===== src/design/ifrc_pkg.sv =====
// ----------------------------------------------------------------------------
// ifrc_pkg
// Shared types, register indexes and codes for the flip/rotate/color engine.
// ----------------------------------------------------------------------------
package ifrc_pkg;

  // Register file
  localparam int CFG_IDX_W  = 2;
  localparam int CFG_DATA_W = 9;

  localparam logic [CFG_IDX_W-1:0] CFG_IMAGE_WIDTH   = 2'd0;
  localparam logic [CFG_IDX_W-1:0] CFG_IMAGE_HEIGHT  = 2'd1;
  localparam logic [CFG_IDX_W-1:0] CFG_GEOMETRY_MODE = 2'd2;
  localparam logic [CFG_IDX_W-1:0] CFG_COLOR_OP      = 2'd3;

  // Field widths
  localparam int DIM_W   = 9;   // image size and mapped coordinates
  localparam int COORD_W = 8;   // row/col of an input word
  localparam int BYTE_W  = 8;
  localparam int PIXEL_W = 3 * BYTE_W;
  localparam int CLAMP_W = 13;  // holds the largest supported maximum size
  localparam int MODE_W  = 3;
  localparam int SUM_W   = 10;  // sum of three bytes

  // Geometry codes
  localparam logic [MODE_W-1:0] GEO_NONE       = 3'd0;
  localparam logic [MODE_W-1:0] GEO_FLIP_H     = 3'd1;
  localparam logic [MODE_W-1:0] GEO_FLIP_V     = 3'd2;
  localparam logic [MODE_W-1:0] GEO_ROT_LEFT   = 3'd3;
  localparam logic [MODE_W-1:0] GEO_ROT_RIGHT  = 3'd4;
  localparam logic [MODE_W-1:0] GEO_ROT_180    = 3'd5;

  // Color codes
  localparam logic [MODE_W-1:0] COLOR_NONE     = 3'd0;
  localparam logic [MODE_W-1:0] COLOR_GREY     = 3'd1;
  localparam logic [MODE_W-1:0] COLOR_ZERO_B2  = 3'd2;
  localparam logic [MODE_W-1:0] COLOR_ZERO_B1  = 3'd3;
  localparam logic [MODE_W-1:0] COLOR_ZERO_B0  = 3'd4;

  localparam logic [CLAMP_W-1:0] RESET_DIM = 13'd256;

  // Reciprocal for floor(x / 3), exact for x <= 765
  localparam int DIV3_MUL   = 683;
  localparam int DIV3_SHIFT = 11;
  localparam int DIV3_PROD_W = SUM_W + 10;

  typedef struct packed {
    logic capture;  // register an accepted word
    logic access;   // memory write or read
    logic load;     // fill the output register
  } ifrc_cmd_t;

  typedef struct packed {
    logic is_read;  // captured word is a read
  } ifrc_stat_t;

  function automatic logic [BYTE_W-1:0] div3(input logic [SUM_W-1:0] x);
    logic [DIV3_PROD_W-1:0] prod;
    prod = DIV3_PROD_W'(x) * DIV3_PROD_W'(DIV3_MUL);
    return BYTE_W'(prod >> DIV3_SHIFT);
  endfunction

endpackage


===== src/design/ifrc_ctrl.sv =====
// ----------------------------------------------------------------------------
// ifrc_ctrl
// Sequencer: capture, memory access, output load; owns the output valid flag.
// ----------------------------------------------------------------------------
module ifrc_ctrl (
  input  logic               clk_i,
  input  logic               rst_ni,
  input  logic               in_valid_i,
  output logic               in_stall_o,
  output logic               out_valid_o,
  input  logic               out_stall_i,
  output ifrc_pkg::ifrc_cmd_t  cmd_o,
  input  ifrc_pkg::ifrc_stat_t stat_i
);
  import ifrc_pkg::*;

  typedef enum logic [1:0] {
    ST_IDLE,
    ST_ACCESS,
    ST_LOAD
  } state_e;

  state_e state_q, state_d;
  logic   out_valid_q, out_valid_d;
  logic   out_free;

  // output register can take a new word if empty or drained this cycle
  assign out_free = !out_valid_q || !out_stall_i;

  always_comb begin
    state_d       = state_q;
    cmd_o.capture = 1'b0;
    cmd_o.access  = 1'b0;
    cmd_o.load    = 1'b0;
    case (state_q)
      ST_IDLE: begin
        if (in_valid_i) begin
          cmd_o.capture = 1'b1;
          state_d       = ST_ACCESS;
        end
      end
      ST_ACCESS: begin
        cmd_o.access = 1'b1;
        state_d      = stat_i.is_read ? ST_LOAD : ST_IDLE;
      end
      ST_LOAD: begin
        if (out_free) begin
          cmd_o.load = 1'b1;
          state_d    = ST_IDLE;
        end
      end
      default: state_d = ST_IDLE;
    endcase
  end

  always_comb begin
    out_valid_d = out_valid_q;
    if (out_valid_q && !out_stall_i) out_valid_d = 1'b0;
    if (cmd_o.load) out_valid_d = 1'b1;
  end

  always_ff @(posedge clk_i or negedge rst_ni) begin
    if (!rst_ni) begin
      state_q     <= ST_IDLE;
      out_valid_q <= 1'b0;
    end else begin
      state_q     <= state_d;
      out_valid_q <= out_valid_d;
    end
  end

  assign in_stall_o  = (state_q != ST_IDLE);
  assign out_valid_o = out_valid_q;

endmodule


===== config.mk =====
export PLATFORM = sky130hd
export DESIGN_NAME = ifrc_ctrl
export DESIGN_NICKNAME = d
export VERILOG_FILES = /design/src/design/ifrc_pkg.sv /design/src/design/ifrc_ctrl.sv
export SDC_FILE = /design/constraint.sdc
export NUM_CORES = 1
export LEC_CHECK = 0
export ABC_AREA = 1
export BUFFER_PORTS_ARGS = -buffer_cell sky130_fd_sc_hd__buf_2
export CORE_AREA = 2 2 39 41
export CTS_BUF_LIST = sky130_fd_sc_hd__clkbuf_16
export DETAILED_ROUTE_END_ITERATION = 8
export DIE_AREA = 0 0 41 43
export GPL_ROUTABILITY_DRIVEN = 0
export PLACE_DENSITY = 0.3
export RECOVER_POWER = 100
export SLEW_MARGIN = 20
export SYNTH_ARGS = -nofsm -noshare
export SYNTH_HDL_FRONTEND = slang
export SYNTH_SLANG_ARGS = --single-unit
export TNS_END_PERCENT = 5

===== constraint.sdc =====
create_clock -name clk_i -period 2.7 [get_ports clk_i]
set_clock_uncertainty 0.2 [all_clocks]
set_input_delay 0.54 -clock clk_i [delete_from_list [all_inputs] [get_ports clk_i]]
set_output_delay 0.54 -clock clk_i [all_outputs]
set_load 0.01 [all_outputs]

---- Yosys cells after proc, flatten, opt, wreduce, memory -nomap -nowiden ----
Cells that the tools add are included.
W data, S select, Z words.
operators by class
  multiplexer cells ....................... 11
  equal/unequal tests ..................... 4
  reductions and logical operators ........ 8
operators by type and width
  cell                  number
  $mux W1               7
  $mux W2               3
  $pmux W2 S3           1
  $ne A2 B2 Y1 const B  2
  $reduce_bool A2 Y1    2
  $eq A2 B1 Y1 const B  1
  $eq A2 B2 Y1 const B  1
  $logic_not A1 Y1      2
  $logic_not A2 Y1      1
  $reduce_and A2 Y1     1
  $logic_and A1 B1 Y1   1
  $logic_or A1 B1 Y1    1
storage, ports and cells
  logic and storage cells ................. 25
  output and inout port bits .............. 5
  bits of input ports ..................... 5
  register bits ........................... 3

---- Depth between registers and ports, before layout ----
  word-level depth ........................ 5
  gate-level depth with buffers ........... 4
  gate-level depth less buffers ........... 4

---- Worst setup path after synthesis ----
OpenSTA, ideal clock, no wires.
  path type ............................... input -> output
  start point ............................. input port out_stall_i
  end point ............................... output port cmd_o[0] in the netlist's numbering
  data arrival time ....................... 0.833 ns
  setup slack ............................. 1.127 ns
  data required time ...................... 1.960 ns
  buffers on the path ..................... 1
  stages .................................. 4
  path through ............................ nand2_1 > inv_1 > nor2_1 > buf_4
RTL lines
  item         RTL line         text
  from (decl)  ifrc_ctrl.sv:11  input logic out_stall_i,
  to (decl)    ifrc_ctrl.sv:12  output ifrc_pkg::ifrc_cmd_t cmd_o,

==> reports/qor.yml <==
status: "complete, no violations"
post-route-period-util: 0.6604
synth_sequential_area_ratio: 0.5042
r2r.worst_path.cells: 3
timing.max_slew.rel_slack: 0.8886
ys.warnings.count: 0
vias_per_cell: 3.143
hold_path_end: "out_valid_o"
worst_slew_pin_slew_ps: 167.2
synthesis.nets: 25
core_area_um2: 1384
vias_in_the_first_global_route: 137
drtPass1Iterations: 4
cp_cell_sequence: "inv_1, nand2_1, nor2_1, clkbuf_1"
crit_path_top_delay_cell: "sky130_fd_sc_hd__dfrtp_1"
grt_antenna_before_repair: 0
power_uw: 307.2
most_used_standard_cell_by_instance_count_after_synthesis: "sky130_fd_sc_hd__nand2_1"
dr.max_layer_used: "met4"
grt.total_usage: 0.05634
r2r_setup_slack_ps: 1770
synth-edff-count: 0
worstReg2RegEnd: "state_q[0]"
layout.nets: 39
syn_inst: 20
holdPathStages: 2
layout_min_cycle_time_ps: 1783
tritoncts.num_buffers: 3
hold_path_startpoint: "out_valid_o"
timing.final.hold_violations: 0
die_x_um: 41
tns_ps: 0
routed-via-count: 154
critPathLaunchType: "flop"
clock.fmax_mhz: 560.8
antenna_cells: 0
rows: 14
worst_setup_path_end_kind: "output pin"
grt_overflow_total: 0
holdCritPathClass: "flop to flop"
tritoncts_clock_tree: "done"
detailed_place_hpwl_um: 275.9
route.detailed.drc: 0
met2_length_um: 84
start_util: 0.1076
worstPathMaxFanout: 3
rsz0062_at_grt: "no"
final-max-slew-violation-count: 0
synthesis.area_per_instance_um2: 7.445
detailedRoute.firstIterationViolations: 3
ys_async_sr_fraction: 1.000
area_delta_synth_final_pct: 91.60
worst_skew_pair.late_latency_ps: 220
m1WireLength_um: 199
area_share_of_the_leading_cell_type_in_the_synthesized_netlist: 0.5042
ctsHtreeMaxLevel: 1
critical_path_required_ps: 1960
floorplan.die.height_um: 43
grt_max_degree: 4
floorplan.die_area_um2: 1763
average_wire_per_standard_cell_um: 7.061
worstSetupPathType: "flop to output pin"
max_cap_violations: 0
clkSinkCount: 3
postSynth.topFlopCell: "sky130_fd_sc_hd__dfrtp_1"
setup_ws_ps: 917.0
synth_area_leader_cell: "sky130_fd_sc_hd__dfrtp_1"
final_layout_size_suffix_gt1_frac: 0.2424
worst_ir_drop_vdd_mv: 0.5800
io_pins: 10
io_buffers: 9
static-leakage-power_nw: 0.1573
synth_top_cells_by_count: "5 x sky130_fd_sc_hd__nand2_1, 4 x sky130_fd_sc_hd__nor2_1, 3 x sky130_fd_sc_hd__dfrtp_1, 2 x sky130_fd_sc_hd__inv_1, 2 x sky130_fd_sc_hd__inv_2"
post_synth_main_area_contributors: "sky130_fd_sc_hd__dfrtp_1 50%, sky130_fd_sc_hd__nand2_1 13%, sky130_fd_sc_hd__nor2_1 10%"
r2r_start: "state_q[0]"
drtAntennaViolNets: 0
yosys.cell_types.count: 9
clockBufferDepth: 2
route.final.wire_length_um: 346
clk_pin_slew_ps: 30
cts_root_buffer: "sky130_fd_sc_hd__clkbuf_16"
fillerInstances: 160
power.density_cell_area_nw_per_um2: 1077
critical_path.max_stage_delay_ps: 390
postCtsSetupBuffers: 0
postSynthRegisterBits: 3
netlist_area_um2: 148.9
cp.arrival_ps: 1040
grt_first_pass_wirelength_um: 558
setup_violations: 0
dp_slack_ps: 978.1
detailroute.wirelength.met3_um: 56
-- worst max-delay path by stage --
stage               slack, ps        to  depth (start not counted)        start
finish                    920  cmd_o[2]                          4   state_q[0]
global route              810  cmd_o[0]                          4   state_q[0]
CTS                       960  cmd_o[0]                          4   state_q[0]
detailed placement        980  cmd_o[0]                          5  out_stall_i
global placement         1000  cmd_o[0]                          5  out_stall_i
floorplan                1130  cmd_o[0]                          4  out_stall_i
-- kinds of logic (layout without fill, tap and decap cells) --
family	after synthesis	after routing	share of synthesized area
buffers and inverters	5	18	0.1513
AND/OR/NAND/NOR	12	12	0.3445
flip-flops	3	3	0.5042
-- layout make-up --
cell class	instances	area, um^2	area share
Inverter	4	15.01	0.05263
Sequential cell	3	75.07	0.2632
Clock buffer	3	75.07	0.2632
Timing Repair Buffer	10	47.55	0.1667
Tap cell	16	20.02	0.07018
Multi-Input combinational cell	12	48.80	0.1711
Clock inverter	1	3.754	0.01316
-- state kept, by name (all words and copies together), names as in the netlist --
signal and cells:
state_q 2, out_valid_o 1
-- metal layers --
metal | vias up | track usage
li1 | 82 | -
met1 | 60 | 0.06149
met2 | 10 | 0.05000
met3 | 2 | 0.09424
met4 | 0 | 0.02000
met5 | - | 0
-- power by group --
part | switching, mW | internal, mW
Sequential | 0.00317 | 0.0499
Combinational | 0.0167 | 0.0101
Clock | 0.0367 | 0.191
Total | 0.0566 | 0.251
-- worst max-delay path: cells and delay by family (launching register included) --
kind	cells	cell delay, ps
flip-flops	1	390
buffers and inverters	2	250
AND/OR/NAND/NOR	2	180
-- stage by stage --
| step | hold slack, ps | instance area (um^2) | util | cells |
|---|---|---|---|---|
| 3_5_place_dp | 141.4 | 206.4 | 0.1492 | 44 |
| 2_1_floorplan | 44.41 | 148.9 | - | 20 |
| 6_report | 289.8 | 285.3 | 0.2061 | 49 |
| 4_1_cts | 293.1 | 295.3 | 0.2134 | 49 |
| 3_3_place_gp | 139.9 | 206.4 | 0.1492 | 44 |
| 5_1_grt | 319.5 | 285.3 | 0.2061 | 49 |
-- timing repair --
item | in CTS | in global routing
hold endpoints to repair | 3 | 0
hold buffers | 1 | 0
gates resized for setup | 0 | 0
-- cells in the final DEF (no fill, tap or decap), drive strengths merged --
master       Yosys  layout
clkbuf           0       9
nand2            6       6
inv              4       5
nor2             5       5
buf              1       3
dfrtp            3       3
nand3            1       1
dlygate4sd3      0       1
Note: power is estimated with default switching activity, not from simulation.
